File: config.mk
export PLATFORM = sky130hd
export DESIGN_NAME = lnu_front
export DESIGN_NICKNAME = d
export VERILOG_FILES = /design/src/rtl/lnu_pkg.sv /design/src/rtl/lnu_front.sv
export SDC_FILE = /design/constraint.sdc
export NUM_CORES = 1
export LEC_CHECK = 0
export ABC_AREA = 1
export BUFFER_PORTS_ARGS = -buffer_cell sky130_fd_sc_hd__buf_2
export CORE_ASPECT_RATIO = 1.75
export CORE_MARGIN = 3
export CORE_UTILIZATION = 40
export CTS_CLUSTER_DIAMETER = 60
export CTS_CLUSTER_SIZE = 24
export DETAILED_ROUTE_END_ITERATION = 7
export SYNTH_ARGS = -nofsm -noshare
export SYNTH_HDL_FRONTEND = slang
export SYNTH_SLANG_ARGS = --single-unit
export TNS_END_PERCENT = 100
File: constraint.sdc
create_clock -name clk -period 3.51 [get_ports clk]
set_clock_uncertainty 0.2 [all_clocks]
set_input_delay 0 -clock clk [delete_from_list [all_inputs] [get_ports clk]]
set_output_delay 0 -clock clk [all_outputs]
set_load 0.005 [all_outputs]
File: src/rtl/lnu_pkg.sv
package lnu_pkg;

    localparam int MAX_FEATURES = 64;
    localparam int CNT_W        = $clog2(MAX_FEATURES + 1);
    localparam int ADDR_W       = $clog2(MAX_FEATURES);
    localparam int SUM_W        = 16 + ADDR_W + 1;
    localparam int ACC_W        = 33 + ADDR_W;

    localparam int QUEUE_DEPTH  = 4;
    localparam int QPTR_W       = $clog2(QUEUE_DEPTH);
    localparam int QCNT_W       = $clog2(QUEUE_DEPTH + 1);

    localparam int DIV_NUM_W    = 57;
    localparam int DIV_DEN_W    = 34;
    localparam int DIV_CNT_W    = $clog2(DIV_NUM_W);
    localparam int ROOT_W       = 29;
    localparam int SQRT_CNT_W   = $clog2(ROOT_W);

    localparam int CFG_W        = 24;
    localparam int ROW_W        = 48;

    localparam logic [ROOT_W-1:0]    INV_LIMIT   = ROOT_W'(1) << 28;
    localparam logic [DIV_NUM_W-1:0] ONE_Q56     = DIV_NUM_W'(1) << 56;
    localparam logic [CFG_W-1:0]     EPSILON_RST = CFG_W'(168);

    // configuration register indexes
    localparam logic REG_EPSILON     = 1'b0;
    localparam logic REG_BIAS_ENABLE = 1'b1;

    typedef struct packed {
        logic signed [15:0] x_value;
        logic signed [15:0] weight;
        logic signed [15:0] bias;
        logic               last_element;
    } item_t;

    typedef struct packed {
        logic signed [15:0] y_value;
        logic               last_result;
        logic               row_overflow;
    } result_t;

    typedef enum logic [4:0] {
        S_LOAD,
        S_MEAN,
        S_MEAN_W,
        S_VAR_RD,
        S_VAR_SQ,
        S_VAR_ADD,
        S_VDIV,
        S_VDIV_W,
        S_LDIV,
        S_LDIV_W,
        S_SQRT,
        S_SQRT_W,
        S_OUT_RD,
        S_OUT_M1,
        S_OUT_M2,
        S_OUT_FIN
    } state_t;

endpackage

File: src/rtl/lnu_front.sv
module lnu_front
    import lnu_pkg::*;
(
    input  logic  clk,
    input  logic  rst_n,
    input  logic  item_valid,
    output logic  item_stall,
    input  item_t item,
    output logic  q_valid,
    output item_t q_item,
    input  logic  q_pop
);

    item_t             slot_reg [QUEUE_DEPTH];
    logic [QPTR_W-1:0] wr_ptr_reg, wr_ptr_next;
    logic [QPTR_W-1:0] rd_ptr_reg, rd_ptr_next;
    logic [QCNT_W-1:0] cnt_reg, cnt_next;
    logic              push, pop;

    assign item_stall = (cnt_reg == QCNT_W'(QUEUE_DEPTH));
    assign push       = item_valid && !item_stall;
    assign q_valid    = (cnt_reg != '0);
    assign pop        = q_pop && q_valid;
    assign q_item     = slot_reg[rd_ptr_reg];

    always_comb
    begin
        wr_ptr_next = push ? wr_ptr_reg + QPTR_W'(1) : wr_ptr_reg;
        rd_ptr_next = pop ? rd_ptr_reg + QPTR_W'(1) : rd_ptr_reg;
        cnt_next    = cnt_reg + QCNT_W'(push) - QCNT_W'(pop);
    end

    always_ff @(posedge clk)
    begin
        if (push)
        begin
            slot_reg[wr_ptr_reg] <= item;
        end
    end

    always_ff @(posedge clk or negedge rst_n)
    begin
        if (!rst_n)
        begin
            wr_ptr_reg <= '0;
            rd_ptr_reg <= '0;
            cnt_reg    <= '0;
        end
        else
        begin
            wr_ptr_reg <= wr_ptr_next;
            rd_ptr_reg <= rd_ptr_next;
            cnt_reg    <= cnt_next;
        end
    end

endmodule

; ---- After elaboration in Yosys (flattened, before gate mapping)
; Memory sizes are Yosys's and may differ from the RTL's.
; Cells that the tools add are included.
[word_totals]
regBits = 7
ram_bits = 196
in_bits = 53
out_inout_bits = 51
n_memories = 1
[mem_list]
columns = name, depth, width, rd, rd_ports_with_merged_regs, wr, line
row1 = slot_reg, 4, 49, 1, 0, 1, lnu_front.sv:14  ; item_t slot_reg [QUEUE_DEPTH];
[op_classes]
add_sub_neg = 4
eq_ne = 1
mux = 2
n_reduce_logical = 4
[ops]
columns = op, n
row1 = "2-bit by 1-bit adder with 2-bit output, second input constant", 2
row2 = 3-bit by 1-bit adder with 3-bit output, 1
row3 = "3-bit equality test, second input constant", 1
row4 = 3-bit nonzero test, 1
row5 = 3-bit by 1-bit subtractor with 3-bit output, 1
row6 = 1-bit logical AND, 2
row7 = 1-bit two-way mux, 2
row8 = 1-bit zero test, 1

; ---- Depth between registers and ports, before layout
; Gate-level depths: netlist of run 1.
[depth]
depth_word = 5
depth_mapped = 12
depth_no_buf = 12

; ---- Worst setup path before layout of run 1
; No wires, ideal clock.
[synth_path]
path_kind = reg2reg
start = register cnt_reg[1]
end = memory slot_reg[0][0] in the netlist's numbering (enable)
setup_time_ns = 0.456
t_arrival_ns = 2.779
required_ns = 2.854
setup_slack_ns = 0.075
stages_incl_launch_ff = 5
period_less_slack_ns = 3.435
cell_sequence = dfrtp_1 nor2_1 nand2_1 nand2_1 nor2_1
[synth_between]
elab_chain_cells = 5
[synth_rtl]
columns = item, line
row1 = from (decl), lnu_front.sv:17  ; logic [QCNT_W-1:0] cnt_reg, cnt_next;
row2 = from (signal assigned), lnu_front.sv:53  ; cnt_reg <= cnt_next;
row3 = 3-bit equality test, lnu_front.sv:20  ; assign item_stall = (cnt_reg == QCNT_W'(QUEUE_DEPTH));
row4 = 1-bit zero test, lnu_front.sv:21  ; assign push = item_valid && !item_stall;
row5 = 1-bit logical AND, lnu_front.sv:21
row6 = 1-bit two-way mux, lnu_front.sv:35  ; if (push)
row7 = 1-bit two-way mux (not written as such), lnu_front.sv:37  ; slot_reg[wr_ptr_reg] <= item;
row8 = to (decl), lnu_front.sv:14
; No other way between the ends.

; ---- Worst setup path in the final report of run 1
[layout_path]
start = register cnt_reg[1]
end = register cnt_reg[2]
[layout_between]
elab_chain_cells = 5
word_cells_on_any_way = 7
cone_classes = add/sub: 2 / eq/ne: 1 / reduce/logical: 4
[layout_rtl]
columns = item, line
row1 = 3-bit equality test, lnu_front.sv:20
row2 = 1-bit zero test, lnu_front.sv:21
row3 = 1-bit logical AND, lnu_front.sv:21
row4 = 3-bit by 1-bit adder with 3-bit output, lnu_front.sv:30  ; cnt_next = cnt_reg + QCNT_W'(push) - QCNT_W'(pop);
row5 = 3-bit by 1-bit subtractor with 3-bit output (*), lnu_front.sv:30
row6 = net cnt_next[2], lnu_front.sv:17
; The timed path passes the listed nets; every way through them passes the cells marked *.
; A chain may end at the register's enable or synchronous reset.

==> summary.txt, run 1 <==
Setup path
  • Worst EP arrival: between 2 and 3 ns
  • Setup Crit Path Kind: flip-flop to flip-flop
  • Setup crit start: cnt_reg[1]
  • Critical Path Start Type: flip-flop
  • R2R Path Start: cnt_reg[1]
  • Setup crit end kind: flip-flop
  • CP Max Fanout: 7
  • Req. time, crit path: roughly 3.7 ns

Power
  • Worst IR Drop VDD: ~0.54 mV
  • Lkg Pwr: around 4 nW
  • Total power: roughly 7.2 mW
  • PD cells: between 700 and 800 mW/mm²

Detailed routing
  • DRC: 0
  • Number of routed nets with antenna violations: 0
  • Drt initial violations: roughly 250
  • Met3 Routed Length: 539 µm
  • DR WL met2: about 8500 µm
  • DR vias/cell: between 4 and 5
  • WL final: between 15000 and 20000 µm
  • Via Count: 5082
  • Top sig layer: met4
  • Wirelength per Cell: roughly 15 µm
  • TritonRoute pass-1 iters: 4
  • DRT met1 WL: between 6000 and 7000 µm

STA
  • Worst Tran Pin Value: 0.9271 ns
  • Setup violators final: 0
  • Period minus WS final: roughly 2.5 ns
  • Peak Freq: 405.3 MHz
  • Final period util: 0.7030
  • Number of hold violations in the final report: 0
  • Setup_tns: 0 ns
  • Relative slew margins: 0.3810
  • RSZ-0062 raised after global routing: no
  • Slew Limit Fails: 0

Job
  • MaxCap Viol Count: 0

Logic synthesis
  • Sequential area share after synthesis: 0.7490
  • Yosys top cell area share: 0.7274
  • Synth Instances: between 600 and 700
  • Synthesized area: 0.008092 mm²
  • Syn_nets: ~740
  • Post-synth cell types: 16
  • Avg Cell Area, Syn: about 12 µm²
  • Post-synthesis register bit count: slightly above 200
  • Yosys warns: 0
  • Synth area leaders: edfxtp_1, nand2_1, o21ai_0
  • Largest area contributor in the netlist: edfxtp_1

Global routing
  • Pin count of the biggest net entering global routing: 150
  • Total global-route track usage: 0.1426
  • Vias in the first global route: slightly above 5000
  • Grt total ovfl: 0
  • Initial antenna violation count: 0
  • First-pass GRT wire length: ~25000 µm

Die
  • Die extent in y: slightly below 200 µm
  • Row count: just under 70
  • Initial Utilization: 0.4082
  • Io pins: around 100
  • DIE AREA: roughly 0.022 mm²
  • CORE AREA: roughly 0.020 mm²
  • Die Wd: 113.5 µm

Clock network
  • Clk slew on worst S/H paths: 0.09 ns
  • CTS tree: done
  • Root buffer cell: clkbuf_16
  • Htree depth: 1
  • Insertion delay to the later sink of the worst-skew pair: ~0.44 ns
  • Clk sink count: approximately 200
  • Post CTS Setup Buffer Count: 0
  • CTS Buf Count: 12
  • Clock buffer depth: 3

Worst hold path
  • Beginning of the worst hold path: item[43]
  • Min-delay worst type: input pin to flip-flop

Layout
  • Most frequent cells in the layout: edfxtp_1, nand2_1, buf_2, nor2_1, o21ai_0
  • Fill cell count: about 1800
  • Share of cells above drive strength 1: 0.1588
  • Cell area after layout: roughly 0.0098 mm²
  • Antenna Cells: 0
  • Max FFs per register: about 200
  • Nets: 885
  • Area grow syn2layout: 20.63%
  • Commonest non-fill, non-tap cell in the layout: edfxtp_1

Place
  • Port bufs: ~100
  • Placed cell area: between 0.008 and 0.009 mm²
  • Hpwl dp: about 9000 µm
  • Routability Congestion: between 0.7 and 0.8

Status
  • Status: finished, final reports clean
==> synth_stat cells, drive strengths merged <==
cell type and count:
dfrtp 7, inv 66, nor2 103, buf 18, fa 1, nand3 5, clkbuf 13, edfxtp 196
ha 6, nand2 166, o21ai 98
==> worst max-delay path, stage by stage (launching register included) <==
cell and delay [ns]:
dfrtp_1 0.43, nor2_1 0.17, nand2_1 0.12, nand2_1 0.38, ha_1 0.31, inv_1 0.06
ha_1 0.13, inv_1 0.05, fa_1 0.37, nand3_1 0.09, nand2_1 0.05
==> per-layer routing <==
| metal | vias up | global-route usage |
|---|---|---|
| li1 | 2538 | - |
| met4 | 0 | 0.04323 |
| met1 | 2438 | 0.1672 |
| met3 | 19 | 0.01780 |
| met5 | - | 0 |
| met2 | 87 | 0.2664 |
==> worst paths after layout <==
check	end	slack, ns	depth (start not counted)
worst max-delay path	cnt_reg[2]	1.04	10
worst min-delay path	slot_reg[1][43]	0.09	2
worst max register to register	cnt_reg[2]	1.04	10
worst min register to register	rd_ptr_reg[1]	0.31	2
max in group asynchronous	rd_ptr_reg[0]	2.51	3
min in group asynchronous	cnt_reg[2]	0.31	3
==> stage by stage <==
| step | std cells | hold WS (ns) | utilization | setup slack, ns |
|---|---|---|---|---|
| 4_1_cts | 1070 | 0.07620 | 0.4924 | 1.014 |
| 2_1_floorplan | 679 | -0.4956 | - | 0.07467 |
| 6_report | 1070 | 0.09137 | 0.4924 | 1.042 |
| 3_3_place_gp | 1003 | -0.3508 | 0.4484 | 1.089 |
| 3_5_place_dp | 1003 | -0.3497 | 0.4484 | 1.017 |
| 5_1_grt | 1070 | 0.08504 | 0.4924 | 0.8127 |
==> cell families (layout without fill, tap and decap cells) <==
logic type / count (synthesis) / count (layout) / share of synthesized area
AOI/OAI and AO/OA: 98 / 98 / 0.06062
adders and majority gates: 7 / 7 / 0.01175
buffers and inverters: 97 / 243 / 0.05072
DFF: 203 / 203 / 0.7490
and+or+nand+nor: 274 / 274 / 0.1279
==> final cells by class <==
| type | instances | area, µm² | share of cell area |
|---|---|---|---|
| sequential | 203 | 6065 | 0.6213 |
| multi-input combinational | 379 | 1650 | 0.1691 |
| timing repair buffer | 163 | 1149 | 0.1177 |
| clock buffer | 13 | 325.3 | 0.03333 |
| tap | 245 | 306.5 | 0.03141 |
| inverter | 66 | 249.0 | 0.02551 |
| clock inverter | 1 | 16.27 | 0.001666 |
==> power breakdown <==
group,switching (mW),internal [mW]
clock network,0.708,0.671
registers,0.112,3.19
logic,1.66,0.887
total,2.48,4.75
==> what timing repair did <==
action,4_1_cts,5_1_grt
gates resized for setup,0,0
hold buffers,53,0
endpoints found under the hold margin,209,0
Power figures use the tool's default switching activity.
==> run 2: changes to the inputs <==
clock period = 2.1 ns   (was 3.51 ns; I/O delays follow)
==> summary.txt, run 2 (same netlist as run 1, synthesis figures left out) <==
Status
  • Status: finished, final reports clean

Power
  • Sw frac: 0.3439
  • Sequential power share: 0.441
  • Sw power: 4.339 mW
  • PD cells: approximately 1300 mW/mm²
  • Worst IR Drop VDD: about 0.95 mV
  • Pint: between 8 and 9 mW
  • Lkg Pwr: 4.044 nW
  • Clock power share: 0.183
  • Total power: 12.62 mW
  • Comb pwr share: 0.376

Detailed routing
  • DRC: 0
  • TritonRoute pass-1 iters: 4
  • WL final: between 15000 and 20000 µm
  • DR vias/cell: between 4 and 5
  • Via Count: around 5100
  • Number of routed nets with antenna violations: 0
  • Drt initial violations: 234
  • Wirelength per Cell: 15.13 µm

STA
  • Slew Limit Fails: 0
  • Worst Tran Pin Value: around 0.33 ns
  • RSZ-0062 raised after global routing: yes
  • WHS: ~0.079 ns
  • Number of hold violations in the final report: 0
  • Peak Freq: around 500 MHz
  • Setup_tns: 0 ns
  • Relative slew margins: 0.7778
  • Period minus WS final: 2.016 ns
  • Setup violators final: 0
  • Final period util: 0.9600

Setup path
  • Req. time, crit path: approximately 2.3 ns
  • CP Max Fanout: 2
  • Worst R2R Setup Slack: ~0.084 ns
  • R2R Path Start: cnt_reg[1]
  • Reg2Reg Depth: 11
  • Worst EP arrival: ~2.2 ns
  • Worst R2R End: cnt_reg[2]
  • Critical Path Start Type: flip-flop
  • Setup Crit Path Kind: flip-flop to flip-flop
  • Setup crit end kind: flip-flop

Clock network
  • Insertion delay to the later sink of the worst-skew pair: around 0.46 ns
  • Post CTS Setup Buffer Count: 0
  • CTS Buf Count: 12
  • Clk sink count: around 200
  • Clock buffer depth: 3
  • Htree depth: 1
  • Root buffer cell: clkbuf_16
  • Clk slew on worst S/H paths: 0.09 ns
  • CTS tree: done

Layout
  • Fill cell count: 1713
  • Max FFs per register: around 200
  • Final std cells w/o fill: between 1000 and 1500
  • Nets: 902
  • Commonest non-fill, non-tap cell in the layout: edfxtp_1
  • Most frequent cells in the layout: edfxtp_1, nand2_1, buf_2, nor2_1, o21ai_0
  • Area grow syn2layout: 23.74%
  • Multi-input logic area: between 0.0015 and 0.002 mm²
  • Share of cells above drive strength 1: 0.1789
  • Register area: between 0.006 and 0.007 mm²
  • Cell area after layout: approximately 0.01 mm²

Global routing
  • Initial antenna violation count: 2
  • First-pass GRT wire length: ~25000 µm
  • Pin count of the biggest net entering global routing: 74
  • Grt total ovfl: 0
  • Total global-route track usage: 0.1448
  • Vias in the first global route: between 5000 and 6000

Place
  • Routability Congestion: between 0.7 and 0.8
  • Placed instance count: 1018
  • Port bufs: approximately 100
  • Hpwl dp: ~10000 µm
  • Placed cell area: about 0.009 mm²

Worst hold path
  • Min-Delay Endpoint: slot_reg[3][46]
  • Beginning of the worst hold path: item[46]
  • Hold path depth: 2
  • Min-delay worst type: input pin to flip-flop

Die
  • DIE AREA: 0.02204 mm²
  • CORE AREA: between 0.015 and 0.02 mm²
  • Die extent in y: just under 200 µm
  • Die Wd: ~110 µm
  • Initial Utilization: 0.4082
  • Row count: between 60 and 70
  • Io pins: around 100

Job
  • MaxCap Viol Count: 0
-- run 2: changes by cell type in the layout (fill, tap and decap cells not counted), moves of 2 or more --
cell,delta
buf_4,+10
buf_12,+3
clkbuf_16,+2
clkinv_4,+2
diode_2,+2
-- run 2: how the worst max path moves through the flow --
| stage | startpoint | to | slack [ns] | cells past startpoint |
|---|---|---|---|---|
| floorplan | cnt_reg[1] | cnt_reg[2] | 0.01 | 10 |
| CTS | cnt_reg[0] | cnt_reg[2] | 0.05 | 11 |
| global placement | cnt_reg[1] | cnt_reg[2] | 0.08 | 11 |
| detailed placement | cnt_reg[0] | cnt_reg[2] | 0.07 | 11 |
| finish | cnt_reg[1] | cnt_reg[2] | 0.08 | 11 |
| global route | cnt_reg[1] | cnt_reg[2] | -0.06 | 11 |
-- run 2: layout make-up --
type / count / area share
Inverter: 66 / 0.02574
Antenna cell: 2 / 0.0004999
Sequential cell: 203 / 0.6057
Clock inverter: 3 / 0.002000
Timing Repair Buffer: 180 / 0.1371
Tap cell: 245 / 0.03062
Multi-Input combinational cell: 379 / 0.1658
Clock buffer: 13 / 0.03249
-- run 2: worst max-delay path: stages (launching register included) --
cell     delay [ns]
dfrtp_1        0.39
nor2_2         0.12
nand2_1        0.07
nand2_1        0.08
inv_1          0.04
ha_1           0.26
inv_1          0.06
ha_1           0.13
inv_1          0.04
fa_1           0.38
nand3_1        0.10
nand2_1        0.05
-- run 2: timing repair --
item,CTS,global route
hold buffers,53,0
gates resized for setup,2,5
gates cloned,0,2
endpoints found under the setup margin,10,5
endpoints found under the hold margin,214,0
-- run 2: routing by layer --
metal | wire (µm) | global-route usage | vias to the layer above
li1 | - | - | 2584
met1 | 6495 | 0.1649 | 2428
met2 | 8911 | 0.2721 | 101
met3 | 680 | 0.01905 | 25
met4 | 419 | 0.04991 | 0
met5 | 0 | 0 | -
-- run 2: power groups by stage --
| stage | Sequential (mW) | Combinational (mW) | Clock (mW) |
|---|---|---|---|
| global placement | 5.59 | 4.58 | 0 |
| global route | 5.63 | 5.37 | 2.54 |
| finish | 5.56 | 4.74 | 2.31 |
| floorplan | 5.58 | 2.72 | 0 |
| detailed placement | 5.61 | 4.63 | 0 |
| CTS | 5.53 | 4.72 | 2.40 |
-- run 2: through the flow --
| step | utilization | setup slack [ns] |
|---|---|---|
| final | 0.5050 | 0.08410 |
| after global routing | 0.5050 | -0.05753 |
| after CTS | 0.5015 | 0.04891 |
| after detailed placement | 0.4570 | 0.06636 |
| after global placement | 0.4570 | 0.08404 |
| after floorplan | - | 0.01055 |
==> run 3: changes to the inputs <==
CORE_ASPECT_RATIO = unset   (was 1.75)
==> summary.txt, run 3 (same netlist as run 1, synthesis figures left out) <==
STA
  • Setup ws final: about 0.060 ns
  • Number of hold violations in the final report: 0
  • Slew Limit Fails: 0
  • Final period util: 0.9714
  • Setup_tns: 0 ns
  • Worst Tran Pin Value: approximately 0.40 ns
  • Peak Freq: roughly 500 MHz
  • Setup violators final: 0
  • Period minus WS final: a little over 2 ns
  • Relative slew margins: 0.7322
  • WHS: around 0.080 ns

Power
  • Lkg Pwr: between 4 and 5 nW
  • Worst IR Drop VDD: 0.8785 mV
  • Clock power share: 0.208
  • Pint: ~8.5 mW
  • PD cells: between 1000 and 1500 mW/mm²
  • Sequential power share: 0.428
  • Sw power: roughly 4.4 mW
  • Total power: 12.94 mW
  • Comb pwr share: 0.364
  • Sw frac: 0.3437

Place
  • Setup WS pre-CTS: 0.03527 ns
  • Placed instance count: ~1000
  • Placed cell area: 0.009064 mm²
  • Routability Congestion: just over 0.7
  • Hpwl dp: 9271 µm
  • Port bufs: between 100 and 150

Setup path
  • Worst EP arrival: 2.21 ns
  • Buf+Inv Stages, Crit Path: 4
  • Setup crit end kind: flip-flop
  • Reg2Reg Depth: 10
  • Slowest stage delay, CP: ~0.50 ns
  • R2R Path Start: cnt_reg[0]
  • Worst R2R End: cnt_reg[1]
  • Crit path max-delay family: adder cells
  • Critical-path cell list: nor2_2 > nand2_2 > nand2_2 > inv_2 > ha_4 > inv_2 > ha_4 > inv_2 > fa_2 > inv_1
  • Setup Crit Path Kind: flip-flop to flip-flop
  • Highest-delay cell along the critical path: fa_2
  • Req. time, crit path: 2.27 ns
  • CP Max Fanout: 2
  • Critical Path Start Type: flip-flop
  • CP most frequent cell: inv_2
  • Worst R2R Setup Slack: roughly 0.06 ns

Clock network
  • Root buffer cell: clkbuf_16
  • Clk slew on worst S/H paths: 0.08 ns
  • Clock buffer depth: 3
  • Clk sink count: 203
  • CTS tree: done
  • CTS Buf Count: 15
  • Insertion delay to the later sink of the worst-skew pair: around 0.47 ns
  • Htree depth: 1

Layout
  • Nets: 905
  • Commonest non-fill, non-tap cell in the layout: edfxtp_1
  • Fill cell count: approximately 1800
  • Area grow syn2layout: 25.08%
  • Final std cells w/o fill: around 1100
  • Most frequent cells in the layout: edfxtp_1, nand2_1, buf_2, nor2_1, o21ai_0
  • Register area: between 0.006 and 0.007 mm²
  • Share of cells above drive strength 1: 0.1951
  • Cell area after layout: 0.01012 mm²
  • Antenna Cells: 0
  • Utilization after layout: 0.5150
  • Multi-input logic area: 0.001693 mm²
  • Max FFs per register: a little under 200

Die
  • CORE AREA: 0.01965 mm²
  • DIE AREA: approximately 0.022 mm²
  • Die extent in y: roughly 150 µm
  • Die Wd: approximately 150 µm
  • Row count: 51
  • Io pins: approximately 100
  • Initial Utilization: 0.4117

Detailed routing
  • Drt initial violations: 271
  • DR vias/cell: about 4.6
  • Number of routed nets with antenna violations: 0
  • TritonRoute pass-1 iters: 4
  • Via Count: between 5000 and 6000
  • DRC: 0
  • WL final: ~16000 µm
  • Wirelength per Cell: 14.38 µm

Global routing
  • Total global-route track usage: 0.1433
  • Pin count of the biggest net entering global routing: 57
  • First-pass GRT wire length: 25090 µm
  • Grt total ovfl: 0
  • Vias in the first global route: approximately 4800
  • Initial antenna violation count: 0

Worst hold path
  • Min-delay worst type: input pin to flip-flop
  • Hold path depth: 2
  • Min-Delay Endpoint: slot_reg[2][1]
  • Beginning of the worst hold path: item[1]

Status
  • Status: finished, final reports clean

Job
  • MaxCap Viol Count: 0
run 3: worst register-to-register path, cell delays in order (launching register included):
cell	delay, ns
dfrtp_1	0.39
nor2_2	0.14
nand2_2	0.08
nand2_2	0.08
inv_2	0.05
ha_4	0.23
inv_2	0.07
ha_4	0.14
inv_2	0.04
fa_2	0.50
inv_1	0.04
run 3: metal layers:
layer  GRT usage  vias to the layer above  routed length (µm)
li1            -                     2596                   -
met1      0.2036                     2396                7575
met2      0.2338                      109                7454
met3     0.02498                       20                 734
met4     0.03279                        0                 283
met5           0                        -                   0
run 3: worst max path at each step:
stage	slack, ns	cells after the start	endpoint	startpoint
finish	0.06	10	cnt_reg[1]	cnt_reg[0]
global route	-0.01	10	cnt_reg[1]	cnt_reg[0]
detailed placement	0.04	11	cnt_reg[2]	cnt_reg[1]
floorplan	0.01	10	cnt_reg[2]	cnt_reg[1]
global placement	0.09	11	cnt_reg[2]	cnt_reg[1]
CTS	0.02	11	cnt_reg[2]	cnt_reg[1]
run 3: timing repair:
item / CTS / global route
pin swaps: 0 / 4
gates resized for setup: 3 / 13
setup endpoints to repair: 44 / 35
hold endpoints to repair: 209 / 0
buffers inserted: 0 / 3
hold buffers: 53 / 0
run 3: final cells by class:
class,count,share of cell area
Sequential cell,203,0.5992
Multi-Input combinational cell,379,0.1673
Timing Repair Buffer,180,0.1313
Clock buffer,16,0.03845
Tap cell,265,0.03276
Inverter,66,0.02522
Clock inverter,7,0.005810
run 3: power by group through the flow:
stage / Sequential [mW] / Combinational [mW] / Clock (mW)
detailed placement: 5.66 / 4.50 / 0
floorplan: 5.58 / 2.72 / 0
global route: 5.60 / 5.38 / 2.92
finish: 5.54 / 4.70 / 2.69
CTS: 5.57 / 4.62 / 2.80
global placement: 5.64 / 4.44 / 0
